## config.mk

```make
export PLATFORM = sky130hd
export DESIGN_NAME = json_utf8_byte_validator_top
export DESIGN_NICKNAME = d
export VERILOG_FILES = /design/src/jubv_pkg.sv /design/src/jubv_front.sv /design/src/jubv_back.sv /design/src/json_utf8_byte_validator_top.sv
export SDC_FILE = /design/constraint.sdc
export NUM_CORES = 1
export LEC_CHECK = 0
export BUFFER_PORTS_ARGS = -buffer_cell sky130_fd_sc_hd__buf_2
export CORE_MARGIN = 2
export CORE_UTILIZATION = 25
export DETAILED_ROUTE_END_ITERATION = 10
export GPL_TIMING_DRIVEN = 0
export PLACE_DENSITY = 0.37
export SYNTH_ARGS = -nofsm -noshare
export SYNTH_HDL_FRONTEND = slang
export SYNTH_SLANG_ARGS = --single-unit
```

## constraint.sdc

```tcl
create_clock -name clk -period 2.75 [get_ports clk]
set_clock_uncertainty 0.2 [all_clocks]
set_input_delay 0.275 -clock clk [delete_from_list [all_inputs] [get_ports clk]]
set_output_delay 0.275 -clock clk [all_outputs]
set_load 0.01 [all_outputs]
```

## src/jubv_pkg.sv

```systemverilog
// ----------------------------------------------------------------------------
// JSON UTF-8 byte validator package
// Byte class record passed from front to back, and code point limits.
// ----------------------------------------------------------------------------
package jubv_pkg;

	localparam int unsigned CP_W = 21;

	localparam logic [CP_W-1:0] CP_MIN_2   = 21'h00080;
	localparam logic [CP_W-1:0] CP_MIN_3   = 21'h00800;
	localparam logic [CP_W-1:0] CP_MIN_4   = 21'h10000;
	localparam logic [CP_W-1:0] CP_MAX     = 21'h10FFFF;
	localparam logic [CP_W-1:0] SURR_LO    = 21'h0D800;
	localparam logic [CP_W-1:0] SURR_HI    = 21'h0DFFF;

	localparam logic [7:0] LEAD2_LO = 8'hC2;
	localparam logic [7:0] LEAD2_HI = 8'hDF;
	localparam logic [7:0] LEAD3_LO = 8'hE0;
	localparam logic [7:0] LEAD3_HI = 8'hEF;
	localparam logic [7:0] LEAD4_LO = 8'hF0;
	localparam logic [7:0] LEAD4_HI = 8'hF4;

	localparam logic [7:0] CH_TAB    = 8'h09;
	localparam logic [7:0] CH_LF     = 8'h0A;
	localparam logic [7:0] CH_CR     = 8'h0D;
	localparam logic [7:0] CH_QUOTE  = 8'h22;
	localparam logic [7:0] CH_BSLASH = 8'h5C;

	// one classified byte
	typedef struct packed {
		logic       last;
		logic       ctrl;       // below 0x20
		logic       ctrl_ok;    // tab, LF or CR
		logic       ascii;      // 0x20 to 0x7F
		logic       quote;
		logic       bslash;
		logic       tail;       // 10xxxxxx
		logic [1:0] lead_tails; // tails a lead byte announces, 0 if not a lead
		logic [5:0] bits;       // payload bits of a lead or a tail
	} class_t;

	function automatic logic [CP_W-1:0] min_cp(input logic [1:0] seq_len);
		logic [CP_W-1:0] m;
		case (seq_len)
			2'd1:    m = CP_MIN_2;
			2'd2:    m = CP_MIN_3;
			default: m = CP_MIN_4;
		endcase
		return m;
	endfunction

endpackage

```

## src/jubv_front.sv

```systemverilog
// ----------------------------------------------------------------------------
// JSON UTF-8 byte validator front
// Accepts bytes, classifies them and queues the class records.
// ----------------------------------------------------------------------------
module jubv_front #(
	parameter int unsigned DEPTH = 4
) (
	input  logic              clk,
	input  logic              arst_n,
	input  logic              in_valid,
	output logic              in_ready,
	input  logic [7:0]        byte_value,
	input  logic              last_byte,
	output logic              item_valid,
	output jubv_pkg::class_t  item,
	input  logic              item_pop
);

	localparam int unsigned PTR_W = (DEPTH > 1) ? $clog2(DEPTH) : 1;
	localparam int unsigned CNT_W = $clog2(DEPTH + 1);

	jubv_pkg::class_t cls;
	jubv_pkg::class_t mem_q [DEPTH];
	logic [PTR_W-1:0] wr_ptr_q, rd_ptr_q;
	logic [CNT_W-1:0] count_q;
	logic             push;

	always_comb begin
		cls            = '0;
		cls.last       = last_byte;
		cls.ctrl       = (byte_value[7:5] == 3'b000);
		cls.ctrl_ok    = (byte_value == jubv_pkg::CH_TAB) || (byte_value == jubv_pkg::CH_LF)
			|| (byte_value == jubv_pkg::CH_CR);
		cls.ascii      = !byte_value[7] && !cls.ctrl;
		cls.quote      = (byte_value == jubv_pkg::CH_QUOTE);
		cls.bslash     = (byte_value == jubv_pkg::CH_BSLASH);
		cls.tail       = (byte_value[7:6] == 2'b10);
		cls.bits       = byte_value[5:0];
		if (byte_value >= jubv_pkg::LEAD2_LO && byte_value <= jubv_pkg::LEAD2_HI) begin
			cls.lead_tails = 2'd1;
			cls.bits       = {1'b0, byte_value[4:0]};
		end else if (byte_value >= jubv_pkg::LEAD3_LO && byte_value <= jubv_pkg::LEAD3_HI) begin
			cls.lead_tails = 2'd2;
			cls.bits       = {2'b00, byte_value[3:0]};
		end else if (byte_value >= jubv_pkg::LEAD4_LO && byte_value <= jubv_pkg::LEAD4_HI) begin
			cls.lead_tails = 2'd3;
			cls.bits       = {3'b000, byte_value[2:0]};
		end
	end

	assign in_ready   = (count_q != CNT_W'(DEPTH));
	assign push       = in_valid && in_ready;
	assign item_valid = (count_q != '0);
	assign item       = mem_q[rd_ptr_q];

	always_ff @(posedge clk) begin
		if (push) begin
			mem_q[wr_ptr_q] <= cls;
		end
	end

	always_ff @(posedge clk or negedge arst_n) begin
		if (!arst_n) begin
			wr_ptr_q <= '0;
			rd_ptr_q <= '0;
			count_q  <= '0;
		end else begin
			if (push) begin
				wr_ptr_q <= (wr_ptr_q == PTR_W'(DEPTH - 1)) ? '0 : wr_ptr_q + 1'b1;
			end
			if (item_pop) begin
				rd_ptr_q <= (rd_ptr_q == PTR_W'(DEPTH - 1)) ? '0 : rd_ptr_q + 1'b1;
			end
			case ({push, item_pop})
				2'b10:   count_q <= count_q + 1'b1;
				2'b01:   count_q <= count_q - 1'b1;
				default: count_q <= count_q;
			endcase
		end
	end

endmodule

```

## src/jubv_back.sv

```systemverilog
// ----------------------------------------------------------------------------
// JSON UTF-8 byte validator back
// Applies classified bytes to the message state and holds the verdict.
// ----------------------------------------------------------------------------
module jubv_back (
	input  logic              clk,
	input  logic              arst_n,
	input  logic              item_valid,
	input  jubv_pkg::class_t  item,
	output logic              item_pop,
	output logic              out_valid,
	input  logic              out_ready,
	output logic              message_valid
);

	localparam int unsigned CP_W = jubv_pkg::CP_W;

	logic            in_str_q, esc_q, err_q;
	logic [1:0]      tails_q, seq_q;
	logic [CP_W-1:0] cp_q;
	logic            out_valid_q, verdict_q;

	logic            in_str_d, esc_d, err_d;
	logic [1:0]      tails_d, seq_d;
	logic [CP_W-1:0] cp_d, cp_cat;

	// a last byte needs room in the output register
	assign item_pop = item_valid && (!item.last || !out_valid_q || out_ready);
	assign cp_cat   = {cp_q[CP_W-7:0], item.bits};

	always_comb begin
		in_str_d = in_str_q;
		esc_d    = esc_q;
		err_d    = err_q;
		tails_d  = tails_q;
		seq_d    = seq_q;
		cp_d     = cp_q;
		if (!err_q) begin
			if (tails_q != 2'd0) begin
				if (!item.tail) begin
					err_d = 1'b1;
				end else begin
					cp_d    = cp_cat;
					tails_d = tails_q - 2'd1;
					if (tails_q == 2'd1) begin
						// sequence complete: reject overlong, out of range and surrogates
						if (cp_cat < jubv_pkg::min_cp(seq_q) || cp_cat > jubv_pkg::CP_MAX
							|| (cp_cat >= jubv_pkg::SURR_LO && cp_cat <= jubv_pkg::SURR_HI)) begin
							err_d = 1'b1;
						end
						cp_d  = '0;
						seq_d = 2'd0;
					end
				end
			end else if (item.ctrl) begin
				if (in_str_q || !item.ctrl_ok) begin
					err_d = 1'b1;
				end
			end else if (item.ascii) begin
				if (in_str_q) begin
					if (esc_q) begin
						esc_d = 1'b0;
					end else if (item.bslash) begin
						esc_d = 1'b1;
					end else if (item.quote) begin
						in_str_d = 1'b0;
					end
				end else if (item.quote) begin
					in_str_d = 1'b1;
				end
			end else if (item.lead_tails != 2'd0) begin
				tails_d = item.lead_tails;
				seq_d   = item.lead_tails;
				cp_d    = CP_W'(item.bits);
			end else begin
				err_d = 1'b1;
			end
		end
	end

	always_ff @(posedge clk or negedge arst_n) begin
		if (!arst_n) begin
			in_str_q    <= 1'b0;
			esc_q       <= 1'b0;
			err_q       <= 1'b0;
			tails_q     <= 2'd0;
			seq_q       <= 2'd0;
			cp_q        <= '0;
			out_valid_q <= 1'b0;
		end else begin
			if (item_pop && item.last) begin
				out_valid_q <= 1'b1;
			end else if (out_valid_q && out_ready) begin
				out_valid_q <= 1'b0;
			end
			if (item_pop) begin
				if (item.last) begin
					// judge, then clear for the next message
					in_str_q    <= 1'b0;
					esc_q       <= 1'b0;
					err_q       <= 1'b0;
					tails_q     <= 2'd0;
					seq_q       <= 2'd0;
					cp_q        <= '0;
				end else begin
					in_str_q <= in_str_d;
					esc_q    <= esc_d;
					err_q    <= err_d;
					tails_q  <= tails_d;
					seq_q    <= seq_d;
					cp_q     <= cp_d;
				end
			end
		end
	end

	always_ff @(posedge clk) begin
		if (item_pop && item.last) begin
			verdict_q <= !err_d && (tails_d == 2'd0);
		end
	end

	assign out_valid     = out_valid_q;
	assign message_valid = verdict_q;

endmodule

```

## src/json_utf8_byte_validator_top.sv

```systemverilog
// ----------------------------------------------------------------------------
// JSON UTF-8 byte validator
// Checks a message byte by byte for strict UTF-8 and JSON control rules.
// ----------------------------------------------------------------------------
//  channel  direction  payload                 handshake
//  in       sink       byte_value, last_byte   in_valid / in_ready
//  out      source     message_valid           out_valid / out_ready
//
//  One byte per cycle while the queue has room and a last byte finds the
//  output register free or being read. The last byte is queued, then judged
//  into the output register, which raises out_valid. The front queue
//  (QUEUE_DEPTH entries) absorbs output stalls; in_ready drops only when it
//  is full. Reset is asynchronous and clears the control state, not the verdict.
// ----------------------------------------------------------------------------
module json_utf8_byte_validator_top #(
	parameter int unsigned QUEUE_DEPTH = 4
) (
	input  logic       clk,
	input  logic       arst_n,
	input  logic       in_valid,
	output logic       in_ready,
	input  logic [7:0] byte_value,
	input  logic       last_byte,
	output logic       out_valid,
	input  logic       out_ready,
	output logic       message_valid
);

	jubv_pkg::class_t item;
	logic             item_valid;
	logic             item_pop;

	jubv_front #(
		.DEPTH(QUEUE_DEPTH)
	) u_front (
		.clk        (clk),
		.arst_n     (arst_n),
		.in_valid   (in_valid),
		.in_ready   (in_ready),
		.byte_value (byte_value),
		.last_byte  (last_byte),
		.item_valid (item_valid),
		.item       (item),
		.item_pop   (item_pop)
	);

	jubv_back u_back (
		.clk           (clk),
		.arst_n        (arst_n),
		.item_valid    (item_valid),
		.item          (item),
		.item_pop      (item_pop),
		.out_valid     (out_valid),
		.out_ready     (out_ready),
		.message_valid (message_valid)
	);

endmodule

```

=== Word level (Yosys, flattened, before mapping) ===
Memory sizes are Yosys's and may differ from the RTL's.
Cells that the tools add are included.
W data, S select, Z words.

* Register bits after elaboration: 31
* Bits in writable memories: 60
* Output and inout port bits: 3
* Logic and storage cells: 151
* Memories: 1

{| class="wikitable"
|+ Memories
! name !! words !! width !! read ports !! clocked after Yosys merged registers in !! wr ports !! RTL line !! source
|-
| u_front.mem_q || 4 || 15 || 1 || 0 || 1 || jubv_front.sv:23 || <nowiki>jubv_pkg::class_t mem_q [DEPTH];</nowiki>
|}

* Add/subtract/negate cells: 5
* $lt $le $gt $ge: 10
* Equal/unequal tests: 21
* Muxes and demuxes: 66
* Reduce and logical (&&, ||, !) cells: 37

{| class="wikitable"
|+ Operator list
! cell !! count
|-
| $mux W15 || 8
|-
| $mux W21 || 4
|-
| $mux W2 || 17
|-
| $pmux W17 S2 || 1
|-
| $mux W1 || 32
|-
| $eq A8 B4 Y1 const B || 3
|-
| $ge A8 B8 Y1 const B || 3
|-
| $le A8 B8 Y1 const B || 3
|-
| $mux W8 || 3
|-
| $ge A21 B16 Y1 const B || 1
|-
| $gt A21 B21 Y1 const B || 1
|-
| $le A21 B16 Y1 const B || 1
|-
| $lt A21 B21 Y1 || 1
|-
| $reduce_and A6 Y1 || 2
|-
| $reduce_bool A2 Y1 || 6
|-
| $eq A2 B2 Y1 const B || 5
|-
| $logic_and A1 B1 Y1 || 10
|-
| $ne A3 B1 Y1 const B || 3
|-
| $eq A8 B6 Y1 const B || 1
|-
| $eq A8 B7 Y1 const B || 1
|-
| $logic_or A1 B1 Y1 || 7
|-
| $reduce_and A7 Y1 || 1
|-
| $eq A2 B1 Y1 const B || 3
|-
| $logic_not A1 Y1 || 6
|-
| other kinds (12) || 16
|}

=== Longest topological paths before layout ===
Gate-level depths: netlist of the first run.

* Depth in word-level cells: 16
* Depth in mapped cells: 12
* Mapped depth without buffers: 9

=== Modules after synthesis ===
Synthesis of the first run repeated with hierarchy kept, for this count alone.

* Cells, all modules: 298
* Area, all modules: 4145.2 µm²

{| class="wikitable"
|+ By module, submodules not included
! module !! instances !! cells each !! area each (µm²) !! sequential area each (µm²)
|-
| jubv_front || 1 || 145 || 2775.2 || 1976.9
|-
| jubv_back || 1 || 153 || 1370.1 || 605.6
|}

=== Least setup slack after synthesis of the first run ===
Ideal clock, no wire load.

* Path type: register to register
* From: reg u_front.rd_ptr_q[0]
* To: reg u_front.count_q[2]
* Setup time: 79 ps
* Arrival time: 2617 ps
* Required time: 2471 ps
* Slack: -146 ps
* Stages on the path, launching flop included: 13
* Period minus slack after synthesis: 2896 ps
* Path through: dfrtp_1 -> buf_6 -> mux4_2 -> buf_2 -> a21o_1 -> inv_1 -> buf_2 -> ha_1 -> inv_1 -> fa_1 -> xor2_1 -> nor2_1 -> xor2_1

* Word-level cells in the longest chain between the ends: 7
* Elaborated cells between the ends (all ways): 9

{| class="wikitable"
|+ Ends and longest elaborated chain
! element !! RTL line !! source
|-
| start, declared || jubv_front.sv:24 || <nowiki>logic [PTR_W-1:0] wr_ptr_q, rd_ptr_q;</nowiki>
|-
| start signal, assigned || jubv_front.sv:72 || <nowiki>rd_ptr_q <= (rd_ptr_q == PTR_W'(DEPTH - 1)) ? '0 : rd_ptr_q + 1'b1;</nowiki>
|-
| $mem_v2 Z4 W15 (*) || -- ||
|-
| $logic_not A1 Y1 (*) || jubv_back.sv:28 || <nowiki>assign item_pop = item_valid && (!item.last || !out_valid_q || out_ready);</nowiki>
|-
| $logic_or A1 B1 Y1 (*) (2 in a row) || jubv_back.sv:28 ||
|-
| $logic_and A1 B1 Y1 (*) || jubv_back.sv:28 ||
|-
| named net item_pop || json_utf8_byte_validator_top.sv:31 || <nowiki>logic item_pop;</nowiki>
|-
| $eq A2 B1 Y1 or $eq A2 B2 Y1 (tied branches) || jubv_front.sv:74 || <nowiki>case ({push, item_pop})</nowiki>
|-
| $pmux W3 S2 or $reduce_bool A2 Y1 (tied branches) || -- ||
|-
| end signal, assigned || jubv_front.sv:75 || <nowiki>2'b10: count_q <= count_q + 1'b1;</nowiki>
|-
| end signal, assigned || jubv_front.sv:76 || <nowiki>2'b01: count_q <= count_q - 1'b1;</nowiki>
|-
| end signal, assigned || jubv_front.sv:77 || <nowiki>default: count_q <= count_q;</nowiki>
|-
| end, declared || jubv_front.sv:25 || <nowiki>logic [CNT_W-1:0] count_q;</nowiki>
|}

Mark *: on every way through the listed nets, which the timed path passes. The rest lies on a longest branch.
A chain may end at the register's enable or synchronous reset.

=== Worst setup path after layout of the first run ===
* From: reg u_front.rd_ptr_q[0]
* To: reg u_back.verdict_q, in the netlist u_back.message_valid (data pin)

* Word-level cells in the longest chain between the ends: 11
* Elaborated cells between the ends (all ways): 29

{| class="wikitable"
|+ Ends and longest elaborated chain
! element !! RTL line !! source
|-
| $mem_v2 Z4 W15 (*) || -- ||
|-
| $lt A21 B21 Y1 (tied with other cells) || jubv_back.sv:47 || <nowiki>if (cp_cat < jubv_pkg::min_cp(seq_q) || cp_cat > jubv_pkg::CP_MAX</nowiki>
|-
| $logic_or A1 B1 Y1 or $logic_and A1 B1 Y1 (tied branches) || jubv_back.sv:47, jubv_back.sv:48 ||
|-
| $logic_or A1 B1 Y1 || jubv_back.sv:48 || <nowiki>|| (cp_cat >= jubv_pkg::SURR_LO && cp_cat <= jubv_pkg::SURR_HI)) begin</nowiki>
|-
| $mux W1 || jubv_back.sv:47 ||
|-
| $mux W1 || jubv_back.sv:45 || <nowiki>if (tails_q == 2'd1) begin</nowiki>
|-
| $mux W1 || jubv_back.sv:40 || <nowiki>if (!item.tail) begin</nowiki>
|-
| $mux W1 || jubv_back.sv:39 || <nowiki>if (tails_q != 2'd0) begin</nowiki>
|-
| $mux W1 || jubv_back.sv:38 || <nowiki>if (!err_q) begin</nowiki>
|-
| $logic_not A1 Y1 || jubv_back.sv:119 || <nowiki>verdict_q <= !err_d && (tails_d == 2'd0);</nowiki>
|-
| $logic_and A1 B1 Y1 (*) || jubv_back.sv:119 ||
|-
| end signal, assigned || jubv_back.sv:119 ||
|-
| end, declared || jubv_back.sv:21 || <nowiki>logic out_valid_q, verdict_q;</nowiki>
|}

Mark *: on every way between the ends. The rest lies on a longest branch, timed or not.

==> impl_metrics.env, run 1 <==
export IMPL_cts_htree_levels=3
export IMPL_crit_buf_inv=2
export IMPL_setup_viol=0
export IMPL_timing_hold_ws_ns=0.116
export IMPL_synthesis_nets=308
export IMPL_switching_power_uw=1970
export IMPL_ys_ff_latch=91
export IMPL_timing_hold_violations_final=0
export IMPL_grt_antenna_before_repair=0
export IMPL_first_global_vias=2457
export IMPL_insertion_delay_ns=0.34
export IMPL_rsz0062_at_grt="true"
export IMPL_start_util_pct=25.7
export IMPL_grt_first_pass_wirelength_um=14500
export IMPL_synth_distinct_cells=48
export IMPL_fmax_mhz=377
export IMPL_pwr_share_comb_pct=40.8
export IMPL_run_status="completed"
export IMPL_worst_path_max_fanout=6
export IMPL_setup_worst_path_class="reg -> reg"
export IMPL_place_gp_congestion=0.673
export IMPL_worstSetupPathDepth=7
export IMPL_postSynth_topFlopCell="edfxtp_1"
export IMPL_register_area_mm2=0.00258
export IMPL_vias_per_cell=4.44
export IMPL_cpLargestDelayFamily="multiplexers"
export IMPL_fin_crit_period_ns=2.66
export IMPL_final_net_count=344
export IMPL_timing_hold_worst_path_depth=2
export IMPL_met1Wirelength_um=4410
export IMPL_final_layout_size_suffix_gt1_share_pct=23.8
export IMPL_die_x_extent_um=132
export IMPL_hold_path_class="in -> reg"
export IMPL_worstSetupStartpointType="flip-flop"
export IMPL_multi_input_logic_area_mm2=0.00142
export IMPL_grt_start_max_net_pins=31
export IMPL_final_common_cell="edfxtp_1"
export IMPL_sequential_to_total_area_share_from_yosys_stat_pct=63.0
export IMPL_fillCellCount=1614
export IMPL_drt_antenna_violating_nets=0
export IMPL_floorplan_die_area_mm2=0.0174
export IMPL_routed_wirelength_normalized_by_instance_count_um=16.6
export IMPL_setup_worst_path_end_class="flip-flop"
export IMPL_cts_inserted_buffers=9
export IMPL_dr_wl_met2_um=4270
export IMPL_num_vias=2393
export IMPL_cell_breakdown_of_the_critical_path="buf_6, buf_4, mux4_2, nor4b_4, nor2_2, a211o_1, a311oi_2"
export IMPL_cts_root_buffer="clkbuf_16"
export IMPL_critical_path_max_stage_delay_ns=0.63
export IMPL_fraction_of_registers_with_async_set_reset_pct=33.0
export IMPL_met3_wire_length_um=219
export IMPL_synth_enable_flop_cells=61
export IMPL_post_syn_area_per_cell_um2=14.5
export IMPL_top_signal_layer_used="met4"
export IMPL_syn_to_final_growth_pct=18.9
export IMPL_syn_area_mm2=0.00410
export IMPL_p_leak_uw=0.00182
export IMPL_critPathSlowestCell="mux4_2"
export IMPL_clock_path_buffers=2
export IMPL_power_switching_fraction_pct=36.5
export IMPL_final_cell_mix="edfxtp_1 (61), dfrtp_1 (29), inv_1 (21)"
export IMPL_cell_internal_pwr_uw=3430
export IMPL_cts_num_sinks=91
export IMPL_clk_transition_reported_paths_ns=0.07
export IMPL_remaining_max_slew_budget_at_the_tightest_pin_pct=39.8
export IMPL_globalRoute_totalOverflow=0
export IMPL_worst_r2r_cell_count=7
export IMPL_port_buffer_count=15
export IMPL_drt_total_wl_um=8970
export IMPL_drt_iter0_drc=183
export IMPL_netlist_instances=282
export IMPL_estimated_wirelength_of_the_detail_placed_design_um=5820
export IMPL_drv_cap=0
export IMPL_ir_worst_vdd_v=0.000338
export IMPL_worstPathRequired_ns=2.72
export IMPL_drc_errors=0
export IMPL_critPathArrivalTime_ns=2.63
export IMPL_first_pass_detailed_route_iteration_total=4
export IMPL_fin_util_pct=30.6
export IMPL_slew_limit_fails=0
export IMPL_io_pin_count=16
export IMPL_p_clk_share_pct=21.5
export IMPL_seq_power_share_pct=37.7
export IMPL_core_area_mm2=0.0159
export IMPL_num_rows=46
export IMPL_tritoncts="done"
export IMPL_finish_instance_area_mm2=0.00487
export IMPL_yosys_warnings=0
export IMPL_final_period_utilization_pct=96.6
export IMPL_dieHeight_um=132
export IMPL_power_density_cell_area_mw_per_mm2=1110
export IMPL_post_dp_area_mm2=0.00448
export IMPL_worst_slew_pin_slew_ns=0.904
export IMPL_antenna_cells=0
export IMPL_global_route_usage_total_pct=11.0
-- cells in the mapped netlist, types with 2 or more instances --
library cell	number	share of area, %
nor4_1	4	0.61
xor2_1	2	0.43
a21oi_1	4	0.49
mux4_2	13	7.1
or4b_2	2	0.49
nand4_1	3	0.46
or3b_2	2	0.43
nand2b_1	6	0.92
nand2_1	11	1.0
and2_1	2	0.31
buf_6	2	0.55
dfrtp_1	30	18
nor3_1	8	0.98
clkbuf_1	2	0.18
and3_1	5	0.76
a31oi_1	2	0.31
inv_1	22	2.0
nor2_1	14	1.3
o21ai_0	9	1.1
nor2b_1	4	0.61
mux4_1	2	1.3
a22o_1	3	0.64
mux2_2	2	0.55
edfxtp_1	61	45
nor2_2	2	0.31
buf_2	4	0.49
o2bb2ai_1	15	3.2
a21o_1	3	0.55
nand3_1	11	1.3
or2_2	2	0.31
ha_1	12	3.7
nor3b_1	2	0.37
-- worst reg2reg max path: cells and delay by family, from the launching register on --
family | cells | cell delay, ns
and+or+nand+nor | 2 | 0.44
DFF | 1 | 0.38
buffers and inverters | 2 | 0.27
muxes | 1 | 0.63
AOI/OAI and AO/OA | 2 | 0.57
-- worst paths after layout --
kind                                     start              endpoint  slack (ns)
setup / recovery           u_front.rd_ptr_q[0]  u_back.message_valid        0.09
hold / removal                   byte_value[4]  u_front.mem_q[0][12]        0.12
setup reg to reg           u_front.rd_ptr_q[0]  u_back.message_valid        0.09
hold reg to reg             u_front.count_q[2]    u_front.count_q[2]        0.30
max in group asynchronous               arst_n   u_front.rd_ptr_q[1]        1.47
min in group asynchronous               arst_n    u_front.count_q[0]        0.34
-- power groups by stage --
stage	logic, uW	clock network, uW	registers (uW)
after floorplan	1570	0	1990
after global placement	2140	0	2040
after detailed placement	2130	0	2040
after CTS	2220	1220	2040
after global routing	2440	1290	2080
final	2200	1160	2040
-- timing repair --
item,CTS,global route
pin swaps,2,3
cloned,0,0
setup endpoints to repair,12,7
hold buffers,5,0
hold endpoints to repair,46,0
setup buffers,5,2
gates resized for setup,4,3
-- cells by family (layout without fill, tap and decap cells) --
family	count (synthesis)	in the layout	synth area share, %
and+or+nand+nor	85	85	12.2
buffers and inverters	30	71	3.24
xor gates and xnor gates	3	3	0.641
DFF	91	91	63.0
adders and majority gates	13	13	4.15
muxes	17	17	8.98
AOI/OAI and AO/OA	43	43	7.82
-- per-stage QoR --
step	worst slack (ns)	total power [uW]	TNS (ns)	instances
2_1_floorplan	0.00183	3560	0	282
6_report	0.0946	5410	0	539
3_3_place_gp	-0.299	4170	-1.48	513
4_1_cts	0.0237	5480	0	538
5_1_grt	-0.00198	5810	-0.00198	539
3_5_place_dp	-0.301	4170	-1.30	513
-- cell type report --
| class | instances | area share, % |
|---|---|---|
| Timing Repair Buffer | 27 | 3.65 |
| Multi-Input combinational cell | 161 | 29.2 |
| Buffer | 6 | 1.05 |
| Clock buffer | 11 | 4.98 |
| Inverter | 22 | 1.80 |
| Tap cell | 216 | 5.55 |
| Sequential cell | 91 | 53.0 |
| Clock inverter | 5 | 0.770 |
-- registers in the layout, indices dropped and copies added (netlist names) --
signal	count
u_front.mem_q	60
u_back.cp_q	15
u_front.count_q	3
u_back.seq_q	2
u_back.tails_q	2
u_front.rd_ptr_q	2
u_front.wr_ptr_q	2
u_back.err_q	1
u_back.esc_q	1
u_back.in_str_q	1
u_back.message_valid	1
u_back.out_valid	1
-- per-layer routing --
| layer | global-route usage [%] | vias up |
|---|---|---|
| met1 | 15.1 | 1200 |
| met4 | 3.62 | 0 |
| met2 | 17.0 | 30 |
| met3 | 3.00 | 8 |
| met5 | 0 | - |
| li1 | - | 1155 |
(Power assumes the default switching activity.)
==> run 2: changes to the inputs <==
--- a/config.mk
+++ b/config.mk
@@ -6,6 +6,7 @@
 export NUM_CORES = 1
 export LEC_CHECK = 0
 export BUFFER_PORTS_ARGS = -buffer_cell sky130_fd_sc_hd__buf_2
+export CAP_MARGIN = 20
 export CORE_MARGIN = 2
 export CORE_UTILIZATION = 25
 export DETAILED_ROUTE_END_ITERATION = 10
==> constraint.sdc (replaced) <==
create_clock -name clk -period 2.2 [get_ports clk]
set_clock_uncertainty 0.2 [all_clocks]
set_input_delay 0.22 -clock clk [delete_from_list [all_inputs] [get_ports clk]]
set_output_delay 0.22 -clock clk [all_outputs]
set_load 0.01 [all_outputs]
==> impl_metrics.env, run 2 (synthesis gave the netlist of run 1 again) <==
export IMPL_clk_transition_reported_paths_ns=0.07
export IMPL_crit_path_setup_slack_layout_ns=-0.413
export IMPL_syn_to_final_growth_pct=27.7
export IMPL_drv_cap=0
export IMPL_setup_worst_path_end_class="flip-flop"
export IMPL_fin_util_pct=32.8
export IMPL_cts_inserted_buffers=9
export IMPL_run_status="finished, violations left"
export IMPL_drt_iter0_drc=148
export IMPL_num_rows=46
export IMPL_die_x_extent_um=132
export IMPL_dp_worst_setup_slack_ns=-0.832
export IMPL_globalRoute_totalOverflow=0
export IMPL_fmax_mhz=383
export IMPL_antenna_cells=0
export IMPL_cts_num_sinks=91
export IMPL_final_net_count=364
export IMPL_final_cell_mix="edfxtp_1 (61), dfrtp_1 (29), inv_1 (20)"
export IMPL_worstSetupStartpointType="flip-flop"
export IMPL_grt_start_max_net_pins=31
export IMPL_core_area_mm2=0.0159
export IMPL_crit_end="u_back.cp_q[14]"
export IMPL_post_layout_total_power_uw=7830
export IMPL_routed_wirelength_normalized_by_instance_count_um=16.7
export IMPL_drt_antenna_violating_nets=0
export IMPL_drc_errors=0
export IMPL_io_pin_count=16
export IMPL_insertion_delay_ns=0.35
export IMPL_vias_per_cell=4.52
export IMPL_p_leak_uw=0.00197
export IMPL_setup_worst_path_class="reg -> reg"
export IMPL_worst_slew_pin_slew_ns=0.879
export IMPL_port_buffer_count=15
export IMPL_final_period_utilization_pct=119
export IMPL_violations="setup timing"
export IMPL_slew_limit_fails=0
export IMPL_setup_viol=25
export IMPL_crit_reg2reg_capture="u_back.cp_q[14]"
export IMPL_final_common_cell="edfxtp_1"
export IMPL_r2r_start="u_front.rd_ptr_q[0]"
export IMPL_clock_path_buffers=2
export IMPL_first_pass_detailed_route_iteration_total=4
export IMPL_timing_hold_violations_final=0
export IMPL_cts_htree_levels=3
export IMPL_tns_ns=-9.07
export IMPL_worst_path_max_fanout=5
export IMPL_cts_root_buffer="clkbuf_16"
export IMPL_floorplan_die_area_mm2=0.0174
export IMPL_tritoncts="done"
export IMPL_start_util_pct=25.7
export IMPL_first_global_vias=2666
export IMPL_largest_register_ffs=60
export IMPL_dieHeight_um=132
export IMPL_hold_path_class="in -> reg"
export IMPL_num_vias=2527
export IMPL_top_registers="u_front.mem_q: 60 flops, u_back.cp_q: 15 flops, u_front.count_q: 3 flops"
export IMPL_estimated_wirelength_of_the_detail_placed_design_um=5870
export IMPL_power_density_cell_area_mw_per_mm2=1500
export IMPL_remaining_max_slew_budget_at_the_tightest_pin_pct=41.4
export IMPL_global_route_usage_total_pct=11.6
export IMPL_final_layout_size_suffix_gt1_share_pct=33.2
export IMPL_grt_antenna_before_repair=0
export IMPL_place_gp_congestion=0.741
export IMPL_largest_register="u_front.mem_q"
export IMPL_ir_worst_vdd_v=0.000549
export IMPL_rsz0062_at_grt="true"
export IMPL_drt_total_wl_um=9350
export IMPL_crit_start="u_front.rd_ptr_q[0]"
export IMPL_fin_crit_period_ns=2.61
export IMPL_worst_r2r_cell_count=11
export IMPL_worstPathRequired_ns=2.26
export IMPL_timing_hold_worst_path_depth=2
export IMPL_critPathArrivalTime_ns=2.67
export IMPL_grt_first_pass_wirelength_um=15200
export IMPL_reg2reg_setup_slack_ns=-0.41
-- run 2: final cells by class --
cell class / instances / area, um2
clock buffers: 11 / 233
clock inverters: 5 / 63.8
well taps: 216 / 270
multi-input cells: 161 / 1560
repair buffers: 47 / 389
flip-flops and latches: 91 / 2580
inverters: 22 / 85.1
fillers: 1602 / 10700
plain buffers: 6 / 53.8
-- run 2: critical path, cell delays in order, from the launching register on --
cell,delay [ns]
dfrtp_1,0.40
buf_6,0.13
buf_4,0.13
buf_8,0.12
buf_6,0.11
mux4_2,0.50
nor2_4,0.20
nor4_4,0.06
buf_4,0.18
o21ai_4,0.22
buf_6,0.16
o2bb2ai_1,0.11
-- run 2: timing repair --
action                                  in CTS  in global routing
cloned                                       0                  1
endpoints found under the setup margin      27                 71
hold buffers                                 5                  0
hold endpoints to repair                    46                  0
pin swaps                                   10                  9
buffers inserted                            24                  4
resized for setup                           35                 18
-- run 2: worst min path at each step --
stage                   from                    to  slack, ns
2_1_floorplan         arst_n        u_back.cp_q[0]      -0.28
3_3_place_gp          arst_n    u_front.count_q[1]       0.14
3_5_place_dp          arst_n    u_front.count_q[1]       0.14
4_1_cts        byte_value[4]  u_front.mem_q[2][12]       0.04
5_1_grt        byte_value[4]  u_front.mem_q[2][12]       0.07
6_report       byte_value[4]  u_front.mem_q[2][12]       0.06
-- run 2: report_power, final --
| part | internal (uW) | total (uW) | switching [uW] | leakage, uW |
|---|---|---|---|---|
| clock | 890 | 1550 | 661 | 0.000140 |
| combinational | 1780 | 3730 | 1950 | 0.000878 |
| sequential | 2310 | 2550 | 242 | 0.000950 |
-- run 2: layer usage --
layer	GRT usage (%)	wire, um	part of all wire, %	up-vias
li1	-	-	-	1191
met1	15.7	4570	49	1272
met2	18.1	4290	46	48
met3	3.00	323	3.5	16
met4	3.50	171	1.8	0
met5	0	0	0	-
-- run 2: through the flow --
step                hold WS (ns)  cells  cell area [um2]
finish                    0.0596    559             5230
global route              0.0701    559             5230
CTS                       0.0401    556             5150
detailed placement         0.137    513             4490
global placement           0.136    513             4490
floorplan                 -0.276    282             4140
